**config.mk**
```make
export PLATFORM = sky130hd
export DESIGN_NAME = sensor_word_crc_deframer
export DESIGN_NICKNAME = d
export VERILOG_FILES = /design/src/hdl/swcd_pkg.sv /design/src/hdl/swcd_crc8.sv /design/src/hdl/swcd_frame_ctrl.sv /design/src/hdl/sensor_word_crc_deframer.sv
export SDC_FILE = /design/constraint.sdc
export NUM_CORES = 1
export LEC_CHECK = 0
export ABC_CLOCK_PERIOD_IN_PS = 5460
export BUFFER_PORTS_ARGS = -buffer_cell sky130_fd_sc_hd__buf_2
export CAP_MARGIN = 0
export CORE_MARGIN = 1.5
export CORE_UTILIZATION = 43
export CTS_CLUSTER_DIAMETER = 80
export DETAILED_ROUTE_END_ITERATION = 6
export PLACE_DENSITY_LB_ADDON = 0.2
export REMOVE_ABC_BUFFERS = 1
export SLEW_MARGIN = 20
export SYNTH_ARGS = -nofsm -noshare
export SYNTH_HDL_FRONTEND = slang
export SYNTH_SLANG_ARGS = --single-unit
export TNS_END_PERCENT = 10
```
**constraint.sdc**
```tcl
create_clock -name i_clk -period 5.46 [get_ports i_clk]
set_clock_uncertainty 0.1 [all_clocks]
set_input_delay 1.365 -clock i_clk [delete_from_list [all_inputs] [get_ports i_clk]]
set_output_delay 1.365 -clock i_clk [all_outputs]
set_load 0.05 [all_outputs]
```
**src/hdl/swcd_pkg.sv**
```systemverilog
// ----------------------------------------------------------------------------
// swcd_pkg: shared definitions for the sensor word CRC deframer
// Widths, CRC-8 constants, sentinels and the result record passed from the
// frame controller to the output register.
// ----------------------------------------------------------------------------
package swcd_pkg;

    // Frame layout
    localparam int WORDS  = 9;
    localparam int IDX_W  = 4;
    localparam int MASK_W = 9;

    localparam logic [MASK_W-1:0] MASK_RESET = 9'd240;

    // CRC-8, polynomial x^8 + x^5 + x^4 + 1, no reflection, no final xor
    localparam logic [7:0] CRC_INIT = 8'hFF;
    localparam logic [7:0] CRC_POLY = 8'h31;

    // Word values meaning "not available"
    localparam logic [15:0] SENT_SIGNED   = 16'h7FFF;
    localparam logic [15:0] SENT_UNSIGNED = 16'hFFFF;

    // Byte position within a triple
    localparam logic [1:0] PH_HIGH = 2'd0;
    localparam logic [1:0] PH_LOW  = 2'd1;
    localparam logic [1:0] PH_CRC  = 2'd2;

    typedef struct packed {
        logic [IDX_W-1:0] word_index;
        logic [15:0]      word_value;
        logic             unavailable;
        logic             crc_error;
        logic             last;
    } t_result;

endpackage

```
**src/hdl/swcd_crc8.sv**
```systemverilog
// ----------------------------------------------------------------------------
// swcd_crc8: one-byte CRC-8 update
// Folds one data byte into a running CRC, all eight bit steps unrolled.
// ----------------------------------------------------------------------------
module swcd_crc8
    import swcd_pkg::*;
(
    input  logic [7:0] i_crc,
    input  logic [7:0] i_data,
    output logic [7:0] o_crc
);

    logic [7:0] v_crc;

    // Shift out eight bits, xor in the polynomial on a carry
    always_comb begin
        v_crc = i_crc ^ i_data;
        for (int k = 0; k < 8; k++) begin
            if (v_crc[7]) begin
                v_crc = {v_crc[6:0], 1'b0} ^ CRC_POLY;
            end else begin
                v_crc = {v_crc[6:0], 1'b0};
            end
        end
        o_crc = v_crc;
    end

endmodule

```
**src/hdl/swcd_frame_ctrl.sv**
```systemverilog
// ----------------------------------------------------------------------------
// swcd_frame_ctrl: triple sequencer and word checker
// Tracks the byte position in the frame, runs the CRC over each word and
// forms one result per CRC byte. Stops after the last word or an error
// until the next frame start.
// ----------------------------------------------------------------------------
module swcd_frame_ctrl
    import swcd_pkg::*;
#(
    parameter int FRAME_WORDS = WORDS
)
(
    input  logic              i_clk,
    input  logic              i_rst_n,
    input  logic              i_en,
    input  logic [7:0]        i_rx_byte,
    input  logic              i_frame_start,
    input  logic [MASK_W-1:0] i_mask,
    output logic              o_res_valid,
    output t_result           o_res
);

    logic [1:0]       r_phase, n_phase;
    logic [IDX_W-1:0] r_count, n_count;
    logic [7:0]       r_crc,   n_crc;
    logic             r_abort, n_abort;
    logic [7:0]       r_high,  n_high;
    logic [7:0]       r_low,   n_low;

    logic [1:0]       w_phase;
    logic [IDX_W-1:0] w_count;
    logic             w_abort;
    logic [7:0]       w_crc_in;
    logic [7:0]       w_crc_out;
    logic [15:0]      w_word;
    logic [15:0]      w_mask_ext;
    logic [15:0]      w_sentinel;
    logic [IDX_W:0]   w_count_inc;
    logic             w_last;
    logic             w_crc_ok;

    // A frame start clears the frame state before this byte is used
    assign w_phase = i_frame_start ? PH_HIGH : r_phase;
    assign w_count = i_frame_start ? '0 : r_count;
    assign w_abort = i_frame_start ? 1'b0 : r_abort;

    // Low byte continues the running CRC, a high byte starts from init
    assign w_crc_in = (w_phase == PH_LOW) ? r_crc : CRC_INIT;

    swcd_crc8 u_crc8 (
        .i_crc  (w_crc_in),
        .i_data (i_rx_byte),
        .o_crc  (w_crc_out)
    );

    // Word checks
    assign w_word      = {r_high, r_low};
    assign w_mask_ext  = {{(16 - MASK_W){1'b0}}, i_mask};
    assign w_sentinel  = w_mask_ext[w_count] ? SENT_SIGNED : SENT_UNSIGNED;
    assign w_count_inc = {1'b0, w_count} + 1'b1;
    assign w_last      = (w_count_inc >= (IDX_W + 1)'(FRAME_WORDS));
    assign w_crc_ok    = (i_rx_byte == r_crc);

    // Result of a CRC byte
    always_comb begin
        o_res_valid       = !w_abort && (w_phase == PH_CRC);
        o_res.word_index  = w_count;
        o_res.word_value  = w_word;
        o_res.unavailable = w_crc_ok && (w_word == w_sentinel);
        o_res.crc_error   = !w_crc_ok;
        o_res.last        = !w_crc_ok || w_last;
    end

    // Next frame state
    always_comb begin
        n_phase = w_phase;
        n_count = w_count;
        n_abort = w_abort;
        n_crc   = r_crc;
        n_high  = r_high;
        n_low   = r_low;
        if (!w_abort) begin
            unique case (w_phase)
                PH_LOW: begin
                    n_low   = i_rx_byte;
                    n_crc   = w_crc_out;
                    n_phase = PH_CRC;
                end
                PH_CRC: begin
                    if (!w_crc_ok) begin
                        n_abort = 1'b1;
                    end else begin
                        if (w_last) begin
                            n_abort = 1'b1;
                        end else begin
                            n_count = w_count_inc[IDX_W-1:0];
                        end
                        n_phase = PH_HIGH;
                        n_crc   = CRC_INIT;
                    end
                end
                default: begin
                    n_high  = i_rx_byte;
                    n_crc   = w_crc_out;
                    n_phase = PH_LOW;
                end
            endcase
        end
    end

    // Control state
    always_ff @(posedge i_clk) begin
        if (!i_rst_n) begin
            r_phase <= PH_HIGH;
            r_count <= '0;
            r_crc   <= CRC_INIT;
            r_abort <= 1'b0;
        end else if (i_en) begin
            r_phase <= n_phase;
            r_count <= n_count;
            r_crc   <= n_crc;
            r_abort <= n_abort;
        end
    end

    // Held data bytes
    always_ff @(posedge i_clk) begin
        if (i_en) begin
            r_high <= n_high;
            r_low  <= n_low;
        end
    end

endmodule

```
**src/hdl/sensor_word_crc_deframer.sv**
```systemverilog
// ----------------------------------------------------------------------------
// sensor_word_crc_deframer: CRC-8 checked word deframer
// Input channel: one response byte per transfer (i_rx_byte, i_frame_start),
//   accepted when i_valid is high and o_stall is low.
// Output channel: one word per good triple (index, value, unavailable flag)
//   or one error word on a CRC mismatch, accepted when o_valid is high and
//   i_stall is low. last marks the final word of a frame or an error.
// Configuration: i_cfg_we writes i_cfg_data into the signed word mask.
// Throughput: one byte per cycle while o_stall is low. A byte moves from the
//   input register through the CRC and frame logic into the output register,
//   where a CRC byte raises o_valid with its word until the word is taken.
// Stall: while a word waits in the output register under i_stall, the next
//   byte still enters the input register; a further byte is held off with
//   o_stall only if the held byte would have to produce a word too.
// Reset: clears both registers, the frame state and sets the mask to 0xF0;
//   the first byte after reset is taken as the start of a frame.
// ----------------------------------------------------------------------------
module sensor_word_crc_deframer
    import swcd_pkg::*;
#(
    parameter int FRAME_WORDS = WORDS
)
(
    input  logic              i_clk,
    input  logic              i_rst_n,
    input  logic              i_cfg_we,
    input  logic [MASK_W-1:0] i_cfg_data,
    input  logic              i_valid,
    output logic              o_stall,
    input  logic [7:0]        i_rx_byte,
    input  logic              i_frame_start,
    output logic              o_valid,
    input  logic              i_stall,
    output logic [IDX_W-1:0]  o_word_index,
    output logic [15:0]       o_word_value,
    output logic              o_unavailable,
    output logic              o_crc_error,
    output logic              o_last
);

    logic [MASK_W-1:0] r_mask;
    logic              r_in_valid;
    logic [7:0]        r_in_byte;
    logic              r_in_start;
    logic              r_out_valid;
    t_result           r_out;

    logic              w_out_free;
    logic              w_proc;
    logic              w_res_valid;
    t_result           w_res;

    // Mask register
    always_ff @(posedge i_clk) begin
        if (!i_rst_n) begin
            r_mask <= MASK_RESET;
        end else if (i_cfg_we) begin
            r_mask <= i_cfg_data;
        end
    end

    // Process the held byte unless it makes a word with nowhere to go
    assign w_out_free = !r_out_valid || !i_stall;
    assign w_proc     = r_in_valid && (w_out_free || !w_res_valid);
    assign o_stall    = r_in_valid && !w_proc;

    // Input register
    always_ff @(posedge i_clk) begin
        if (!i_rst_n) begin
            r_in_valid <= 1'b0;
        end else if (i_valid && !o_stall) begin
            r_in_valid <= 1'b1;
        end else if (w_proc) begin
            r_in_valid <= 1'b0;
        end
    end

    always_ff @(posedge i_clk) begin
        if (i_valid && !o_stall) begin
            r_in_byte  <= i_rx_byte;
            r_in_start <= i_frame_start;
        end
    end

    swcd_frame_ctrl #(
        .FRAME_WORDS (FRAME_WORDS)
    ) u_frame_ctrl (
        .i_clk         (i_clk),
        .i_rst_n       (i_rst_n),
        .i_en          (w_proc),
        .i_rx_byte     (r_in_byte),
        .i_frame_start (r_in_start),
        .i_mask        (r_mask),
        .o_res_valid   (w_res_valid),
        .o_res         (w_res)
    );

    // Output register
    always_ff @(posedge i_clk) begin
        if (!i_rst_n) begin
            r_out_valid <= 1'b0;
        end else if (w_proc && w_res_valid) begin
            r_out_valid <= 1'b1;
        end else if (!i_stall) begin
            r_out_valid <= 1'b0;
        end
    end

    always_ff @(posedge i_clk) begin
        if (w_proc && w_res_valid) begin
            r_out <= w_res;
        end
    end

    assign o_valid       = r_out_valid;
    assign o_word_index  = r_out.word_index;
    assign o_word_value  = r_out.word_value;
    assign o_unavailable = r_out.unavailable;
    assign o_crc_error   = r_out.crc_error;
    assign o_last        = r_out.last;

`ifndef SYNTHESIS
    // An error word always ends the frame and is never flagged unavailable
    a_err_last: assert property (@(posedge i_clk) disable iff (!i_rst_n)
        (o_valid && o_crc_error) |-> (o_last && !o_unavailable))
        else $error("crc error word without last or with unavailable set");

    // A good word marked last is the final word of the frame
    a_last_idx: assert property (@(posedge i_clk) disable iff (!i_rst_n)
        (o_valid && !o_crc_error && o_last) |-> (o_word_index == IDX_W'(FRAME_WORDS - 1)))
        else $error("last word at wrong index");

    // Word index stays inside the frame
    a_idx_range: assert property (@(posedge i_clk) disable iff (!i_rst_n)
        o_valid |-> ({1'b0, o_word_index} < (IDX_W + 1)'(FRAME_WORDS)))
        else $error("word index beyond frame");

    // A held byte that produces no word never stalls the input
    a_no_dead_stall: assert property (@(posedge i_clk) disable iff (!i_rst_n)
        (r_in_valid && !w_res_valid) |-> !o_stall)
        else $error("input stalled by a byte that yields no word");
`endif

endmodule
```
==> results of run 1 <==
area by class of cell:
type,instances,area (um2),share of cell area
well taps,99,124,0.0333
multi-input cells,167,1180,0.318
clock inverters,7,68.8,0.0185
inverters,7,26.3,0.00706
repair buffers,47,235,0.0632
flip-flops and latches,74,1960,0.527
clock buffers,9,124,0.0333
Yosys cell counts (2+ instances only):
library cell | number | area share
nand3_1 | 5 | 0.0078
a21boi_1 | 2 | 0.0047
dfxtp_1 | 26 | 0.16
nand4_1 | 3 | 0.0058
ha_1 | 3 | 0.012
inv_1 | 7 | 0.0082
xor2_1 | 14 | 0.038
and3_1 | 2 | 0.0039
o22ai_1 | 2 | 0.0039
xnor2_1 | 16 | 0.043
clkbuf_1 | 6 | 0.0070
a31o_2 | 2 | 0.0054
o21ai_1 | 7 | 0.011
nor4_2 | 2 | 0.0078
nor2_1 | 16 | 0.019
o21ai_0 | 5 | 0.0078
nor2b_1 | 13 | 0.025
nor3_1 | 8 | 0.012
o21a_1 | 4 | 0.0093
or4_1 | 2 | 0.0047
buf_4 | 2 | 0.0047
buf_2 | 2 | 0.0031
edfxtp_1 | 48 | 0.45
mux2i_1 | 12 | 0.037
nand2_1 | 21 | 0.024
a221oi_1 | 2 | 0.0054
nor4b_1 | 2 | 0.0054
a21boi_0 | 2 | 0.0047
or2_2 | 2 | 0.0039
a31oi_1 | 2 | 0.0039
worst max-delay path by stage:
stage	to	slack [ns]	depth (start not counted)
floorplan	o_stall	1.78	2
global placement	o_stall	1.96	4
detailed placement	o_stall	1.91	7
CTS	o_stall	1.50	7
global route	o_stall	1.30	7
finish	o_stall	1.53	7
kinds of logic after synthesis:
family	after synthesis
XOR/XNOR	33
flip-flops	74
adder cells (fa/ha/maj)	3
multiplexers	13
AO/OA/AOI/OAI	34
AND/OR/NAND/NOR	84
buffers and inverters	18
worst max-delay path: cells and delay by family (launching register included):
kind | cells | cell delay, ns
buffers and inverters | 3 | 0.58
flip-flops | 1 | 0.57
adder cells (fa/ha/maj) | 1 | 0.51
AND/OR/NAND/NOR | 3 | 0.45
power by group through the flow:
stage | clock network, uW | registers (uW) | logic (uW)
floorplan | 0 | 645 | 87.8
global placement | 0 | 653 | 112
detailed placement | 0 | 653 | 113
CTS | 427 | 640 | 113
global route | 449 | 643 | 125
finish | 418 | 640 | 113
layer usage:
layer  vias to the layer above  track usage
met4                         0       0.0965
li1                       1017            -
met5                         -            0
met3                         9       0.0338
met1                       931        0.205
met2                        41        0.237
flip-flops by register name, indices dropped and copies added (netlist names):
register	cells
o_word_value	16
u_frame_ctrl.r_phase	2
o_valid	1
r_mask	9
r_in_start	1
o_unavailable	1
u_frame_ctrl.r_crc	8
r_in_valid	1
u_frame_ctrl.r_count	4
o_crc_error	1
o_word_index	4
r_in_byte	8
o_last	1
u_frame_ctrl.r_abort	1
u_frame_ctrl.r_high	8
u_frame_ctrl.r_low	8
stage by stage:
step                      setup slack, ns  instance area, um2
after floorplan                      1.78                3160
after global placement               1.96                3530
after CTS                            1.50                3720
after global routing                 1.30                3720
final                                1.53                3720
after detailed placement             1.91                3530
==> flow_summary.yaml, run 1 <==
run_status:
  outcome: "complete, no violations"
logic_synthesis:
  async_reset_ff_frac: 0
  synth_warnings: 0
  synth_compound_area_frac: 0.0707
  synth-seq-cells: 74
  synth-xor-area-share: 0.101
  synth_top_family_by_area: "simple AND/OR/NAND/NOR gates"
  synthAdderAreaFrac: 0.0116
  ys_seq_area_frac: 0.609
  netlist_area_mm2: 0.00322
  synth-simple-area-share: 0.137
  synth_edf_count: 48
  syn_avg_cell_area_um2: 12.4
  syn_inst: 259
  synthFlopType: "edfxtp_1"
  muxShareOfSynthArea: 0.0443
  yosysUniqueCellTypes: 49
final_layout:
  final.fill_count: 681
  drive_gt1_frac: 0.241
  final_util: 0.513
  layout_commonest_cell: "edfxtp_1"
  layout.nets: 332
  antenna_cells: 0
  layout.cells.non_filler: 410
  final_cell_mix: "48 x edfxtp_1, 47 x buf_2, 26 x dfxtp_1, 21 x nand2_1, 16 x xnor2_1"
  area_growth_pct: 15.5
clocking:
  clk_pin_slew_ns: 0.07
  cts_tree: "yes"
  cts_root_buffer: "clkbuf_8"
  clock-sinks: 74
  clk_path_buf_depth: 2
  cts_max_level: 3
  clk_latency_ns: 0.35
  cts_setup_buffers: 0
  cts_resized: 0
  holdBufCountCts: 0
  cts_inserted_buffers: 9
placed_design:
  io_buffers: 47
  post-place-cells: 394
  gp_congestion: 0.839
  dpl.hpwl_mm: 4.02
die:
  rows: 31
  die_area_mm2: 0.00802
  ios: 48
  start_util: 0.444
  fp.dieH_um: 89.6
  core_mm2: 0.00725
  die_w_um: 89.6
drt:
  wirelength_met1_mm: 2.85
  wire_per_inst_um: 13.9
  firstDrtPassIters: 4
  highest_layer: "met4"
  vias_per_cell: 4.87
  routed_wl_mm: 5.70
  drtAntennaViolNets: 0
  drc: 0
  num_vias: 1998
  drt_iter0_drc: 73
  routed-wl-met3_um: 198
  wl_met2_mm: 2.51
setup_path:
  critPathCaptureType: "output port"
  cpPeakStageDelay_ns: 0.57
  critical_path.max_fanout: 17
  critical_path_class: "register to output port"
  crit_required_ns: 3.99
  path_cells: "inv_1, nand2_1, inv_1, ha_1, nand3_1, nor2_1, buf_2"
  rrSetupSlack_ns: 2.58
  cp-start-kind: "register"
  regToRegStartpoint: "r_in_start"
  crit_path_top_delay_cell: "edfxtp_1"
  crit_start: "r_in_start"
  reg2reg_to: "u_frame_ctrl.r_crc[5]"
  crit_arrival_ns: 2.46
  cpMostUsedCell: "inv_1"
  ff2ff_path_depth: 10
pwr:
  swShare: 0.244
  irDropWorstVdd_uv: 135
  clock_power_share: 0.357
  finalPower_uw: 1170
  leakagePower_uw: 0.00133
  p_seq_frac: 0.547
  p_switching_uw: 285
  p_int_uw: 885
  comb_power_share: 0.096
  cellPowerDensity_mw_per_mm2: 314
global_routing:
  grt_pass1_wl_mm: 8.96
  grt_pass1_vias: 1830
  grt_max_degree: 28
  globalRouteOverflowTotal: 0
  antenna_found_initial: 0
  grt_util_all_layers: 0.156
timing:
  hold_violations: 0
  slew_violations: 0
  min_period_over_period: 0.720
  worst_pin_slew_ns: 0.813
  slew_headroom: 0.457
  whs_ns: 0.352
  setup_viol: 0
  fmax_mhz: 255
  min_period_ns: 3.93
  tns_ns: 0
  rsz0062_at_grt: "no"
hold_path:
  hold_end: "o_word_value[13]"
  worstHoldPathCells: 0
  hp-start: "u_frame_ctrl.r_high[5]"
  min_path_type: "register to register"
run:
  max-cap-violations: 0
Power figures use the tool's default switching activity.
==> run 2, diff against run 1 <==
Settings changed: ABC_AREA set to 1, ABC_CLOCK_PERIOD_IN_PS 5460 to 3700.
Clock period 5.46 ns to 3.7 ns, I/O delays scaled along.
==> run 2 against run 1 <==
Net effect: critical path depth grew 2; synthesized area grew 3.6%; synthesized cell count grew 41%; global-route usage grew 1.1 points; combinational power grew 50%; hold slack lost 0.00082 ns; via count grew 25%; count of clock-buffer cells in the layout grew 2; highest routed layer unchanged.
==> flow_summary.yaml, run 2 <==
clocking:
  cts_resized: 0
  clk_latency_ns: 0.34
  cts_root_buffer: "clkbuf_8"
  cts_inserted_buffers: 9
  clk_pin_slew_ns: 0.07
  clk_path_buf_depth: 2
  holdBufCountCts: 0
  cts_setup_buffers: 0
  clock-sinks: 74
  cts_tree: "yes"
  cts_max_level: 3
setup_path:
  ff2ff_path_depth: 17
  crit_path_top_delay_cell: "edfxtp_1"
  crit_arrival_ns: 2.21
  worstSetupEndpoint: "o_stall"
  path_cells: "inv_2, nand2_1, inv_1, ha_1, inv_2, nor2_4, nand3_1, inv_1, buf_2"
  cp-start-kind: "register"
  rrSetupSlack_ns: 1.08
  cpPeakStageDelay_ns: 0.43
  path_depth: 9
  critPathCaptureType: "output port"
  reg2reg_to: "u_frame_ctrl.r_crc[6]"
  critical_path_class: "register to output port"
  critical_path.max_fanout: 7
  crit_required_ns: 2.67
  cp_top_family: "buffers and inverters"
  crit_start: "r_in_start"
  crit_buf_inv: 5
  regToRegStartpoint: "r_in_start"
global_routing:
  grt_util_all_layers: 0.167
  globalRouteOverflowTotal: 0
  grt_pass1_vias: 2256
  grt_max_degree: 26
  grt_pass1_wl_mm: 10.6
  antenna_found_initial: 0
pwr:
  irDropWorstVdd_uv: 150
  finalPower_uw: 1630
  leakagePower_uw: 0.00172
  cellPowerDensity_mw_per_mm2: 427
hold_path:
  min_path_type: "register to register"
logic_synthesis:
  synth-seq-cells: 74
  syn_avg_cell_area_um2: 9.15
  yosysMostFrequentCell: "nand2_1"
  synth_warnings: 0
  netlist_area_mm2: 0.00334
  synthFlopType: "edfxtp_1"
  yosys-top-cells-area: "edfxtp_1 43%, dfxtp_1 16%, nand2_1 13%, nand3_1 5.2%, inv_1 4.4%"
  syn_inst: 365
  yosysTopAreaCell: "edfxtp_1"
  yosysUniqueCellTypes: 35
  async_reset_ff_frac: 0
  synth_edf_count: 48
  synth.top_cells.by_count: "112 x nand2_1, 48 x edfxtp_1, 39 x inv_1"
  ys_seq_area_frac: 0.587
  yosys.area.top_type_share: 0.431
timing:
  min_period_over_period: 0.875
  worst_pin_slew_ns: 0.917
  min_period_ns: 3.24
  tns_ns: 0
  fmax_mhz: 309
  slew_violations: 0
  hold_violations: 0
  layout_setup_ws_ns: 0.463
  setup_viol: 0
  rsz0062_at_grt: "no"
  slew_headroom: 0.386
final_layout:
  largest_register_ffs: 16
  final_util: 0.520
  area_growth_pct: 14.7
  drive_gt1_frac: 0.194
  antenna_cells: 0
  design_area_mm2: 0.00383
  layout_commonest_cell: "nand2_1"
  layout.nets: 444
  final_cell_mix: "112 x nand2_1, 48 x edfxtp_1, 47 x buf_2, 39 x inv_1, 35 x nand3_1"
drt:
  drtAntennaViolNets: 0
  drc: 0
  num_vias: 2506
  firstDrtPassIters: 4
  vias_per_cell: 4.80
  routed_wl_mm: 6.55
  wire_per_inst_um: 12.5
  drt_iter0_drc: 134
placed_design:
  dpl.hpwl_mm: 4.92
  placed_area_mm2: 0.00367
  gp_congestion: 0.847
  io_buffers: 47
  dpl_worst_slack_ns: 0.845
die:
  start_util: 0.453
  die_area_mm2: 0.00831
  fp.dieH_um: 91.1
  die_w_um: 91.1
  rows: 31
  ios: 48
  core_mm2: 0.00737
run:
  max-cap-violations: 0
run_status:
  outcome: "complete, no violations"
-- run 2: cell types whose count changed after synthesis, moves of 11 or more --
cell     delta
xor2_1     -11
mux2i_1    -12
nand3_1    +30
nor2b_1    -13
nand2_1    +91
a21oi_1    +17
inv_1      +32
xnor2_1    -14
-- run 2: final cells by class --
type | instances | area (um2)
clock buffer | 11 | 131
clock inverter | 5 | 30.0
fill | 695 | 3540
inverter | 48 | 188
multi-input combinational | 238 | 1160
sequential | 74 | 1960
tap | 99 | 124
timing repair buffer | 47 | 235
-- run 2: how the worst min path moves through the flow --
stage | start | end | slack [ns] | depth (start not counted)
floorplan | u_frame_ctrl.r_high[4] | o_word_value[12] | 0.33 | 0
global placement | u_frame_ctrl.r_low[0] | o_word_value[0] | 0.34 | 0
detailed placement | u_frame_ctrl.r_high[4] | o_word_value[12] | 0.34 | 0
CTS | u_frame_ctrl.r_high[4] | o_word_value[12] | 0.35 | 0
global route | u_frame_ctrl.r_high[0] | o_word_value[8] | 0.36 | 0
finish | u_frame_ctrl.r_high[4] | o_word_value[12] | 0.35 | 0
-- run 2: kinds of logic after synthesis --
family	Yosys count	share of synthesized area
AO/OA/AOI/OAI	43	0.0742
XOR/XNOR	5	0.0131
adder cells (fa/ha/maj)	3	0.0112
buffers and inverters	53	0.0652
flip-flops	74	0.587
AND/OR/NAND/NOR	187	0.249
-- run 2: metrics by stage --
stage / std cells / hold slack (ns)
5_1_grt: 522 / 0.362
4_1_cts: 522 / 0.352
3_5_place_dp: 506 / 0.336
2_1_floorplan: 360 / 0.326
6_report: 522 / 0.351
3_3_place_gp: 506 / 0.336
-- run 2: per-layer routing --
metal,GRT usage,share of wire,routed length [um]
met5,0,0,0
met2,0.254,0.45,2950
met3,0.0410,0.040,260
met4,0.0716,0.014,90
met1,0.227,0.50,3250
-- run 2: power by group --
group / switching, uW / internal (uW)
logic: 110 / 60.3
clock network: 287 / 242
registers: 25.2 / 910
==> run 3, diff against run 2 <==
Settings changed: PLACE_DENSITY_LB_ADDON 0.2 to 0.3.
==> run 3 against run 2 <==
Net effect: sequential power about the same; register-to-register slack worse by 0.05 ns; sequential cell count stayed put; global-route usage is 0.28 points lower; clock power up 15%; hold slack worse by 0.0090 ns; first-iteration DRC count down 29%; utilization rose by 0.46 points; fmax decreased by 0.12%; count of clock-buffer cells in the layout shrank 1; largest power group unchanged.
==> flow_summary.yaml, run 3 (same netlist as run 2, synthesis figures left out) <==
hold_path:
  min_path_type: "register to register"
drt:
  firstDrtPassIters: 4
  drc: 0
  drtAntennaViolNets: 0
  vias_per_cell: 4.85
  wire_per_inst_um: 12.2
  routed_wl_mm: 6.38
  drt_iter0_drc: 95
  num_vias: 2531
clocking:
  clk_latency_ns: 0.35
  clk_path_buf_depth: 2
  cts_setup_buffers: 0
  clock-sinks: 74
  cts_resized: 0
  cts_root_buffer: "clkbuf_8"
  cts_inserted_buffers: 9
  cts_max_level: 3
  clk_pin_slew_ns: 0.08
  holdBufCountCts: 0
  cts_tree: "yes"
final_layout:
  final_cell_mix: "112 x nand2_1, 48 x edfxtp_1, 47 x buf_2, 39 x inv_1, 35 x nand3_1"
  final_util: 0.524
  area_growth_pct: 15.7
  layout.nets: 444
  antenna_cells: 0
  drive_gt1_frac: 0.196
  layout_commonest_cell: "nand2_1"
  largest_register_ffs: 16
timing:
  hold_violations: 0
  slew_headroom: 0.413
  min_period_over_period: 0.876
  worst_pin_slew_ns: 0.878
  tns_ns: 0
  rsz0062_at_grt: "no"
  slew_violations: 0
  whs_ns: 0.342
  min_period_ns: 3.24
  setup_viol: 0
  fmax_mhz: 309
setup_path:
  path_cells: "inv_2, nand2_1, inv_1, ha_1, inv_2, nor2_4, nand3_1, inv_1, buf_2"
  cp-start-kind: "register"
  critPathCaptureType: "output port"
  crit_required_ns: 2.67
  crit_arrival_ns: 2.22
  cpPeakStageDelay_ns: 0.44
  cp_top_family: "buffers and inverters"
  crit_buf_inv: 5
  critical_path.max_fanout: 7
  crit_path_top_delay_cell: "edfxtp_1"
  critical_path_class: "register to output port"
pwr:
  irDropWorstVdd_uv: 179
  leakagePower_uw: 0.00172
  cellPowerDensity_mw_per_mm2: 443
die:
  fp.dieH_um: 91.1
  core_mm2: 0.00737
  start_util: 0.453
  ios: 48
  die_w_um: 91.1
  rows: 31
  die_area_mm2: 0.00831
placed_design:
  dpl.hpwl_mm: 4.70
  gp_congestion: 0.899
  io_buffers: 47
global_routing:
  grt_pass1_vias: 2364
  antenna_found_initial: 0
  grt_max_degree: 26
  grt_pass1_wl_mm: 10.6
  globalRouteOverflowTotal: 0
  grt_util_all_layers: 0.164
run:
  max-cap-violations: 0
run_status:
  outcome: "complete, no violations"
-- run 3: cell types whose count changed in the layout (fill, tap and decap cells not counted), sizes merged --
| cell | delta |
|---|---|
| clkinvlp | +2 |
| clkbuf | -1 |
| inv | -1 |
| clkinv | -1 |
| bufinv | +1 |
-- run 3: per-layer routing --
layer | routed length, um | GRT usage | vias up | part of all wire
li1 | - | - | 1312 | -
met1 | 2990 | 0.209 | 1151 | 0.47
met2 | 3010 | 0.263 | 62 | 0.47
met3 | 298 | 0.0385 | 6 | 0.047
met4 | 84 | 0.0794 | 0 | 0.013
met5 | 0 | 0 | - | 0
-- run 3: path summary, 6_finish.rpt --
| check | end | cells after the start | startpoint | slack [ns] |
|---|---|---|---|---|
| min | o_word_value[0] | 0 | u_frame_ctrl.r_low[0] | 0.34 |
| max reg2reg | u_frame_ctrl.r_crc[6] | 17 | r_in_start | 1.03 |
| min reg2reg | o_word_value[0] | 0 | u_frame_ctrl.r_low[0] | 0.34 |
| max | o_stall | 9 | r_in_start | 0.46 |
-- run 3: layout make-up --
type | instances | area, um2
inverter | 48 | 188
clock inverter | 6 | 67.6
timing repair buffer | 47 | 235
sequential | 74 | 1960
multi-input combinational | 238 | 1160
clock buffer | 10 | 128
fill | 673 | 3500
tap | 99 | 124
-- run 3: through the flow --
| step | power [uW] | setup WS, ns | std cells | area (um2) |
|---|---|---|---|---|
| 2_1_floorplan | 1070 | 1.02 | 360 | 3310 |
| 3_3_place_gp | 1120 | 0.907 | 506 | 3670 |
| 3_5_place_dp | 1120 | 0.842 | 506 | 3670 |
| 4_1_cts | 1730 | 0.446 | 522 | 3860 |
| 5_1_grt | 1780 | 0.238 | 522 | 3860 |
| 6_report | 1710 | 0.459 | 522 | 3860 |
-- run 3: where the power goes --
part           switching [uW]  leakage, uW  internal, uW  total, uW
Combinational             110     0.000978          60.2        170
Clock                     294    0.0000925           312        607
Sequential               25.2     0.000654           910        935
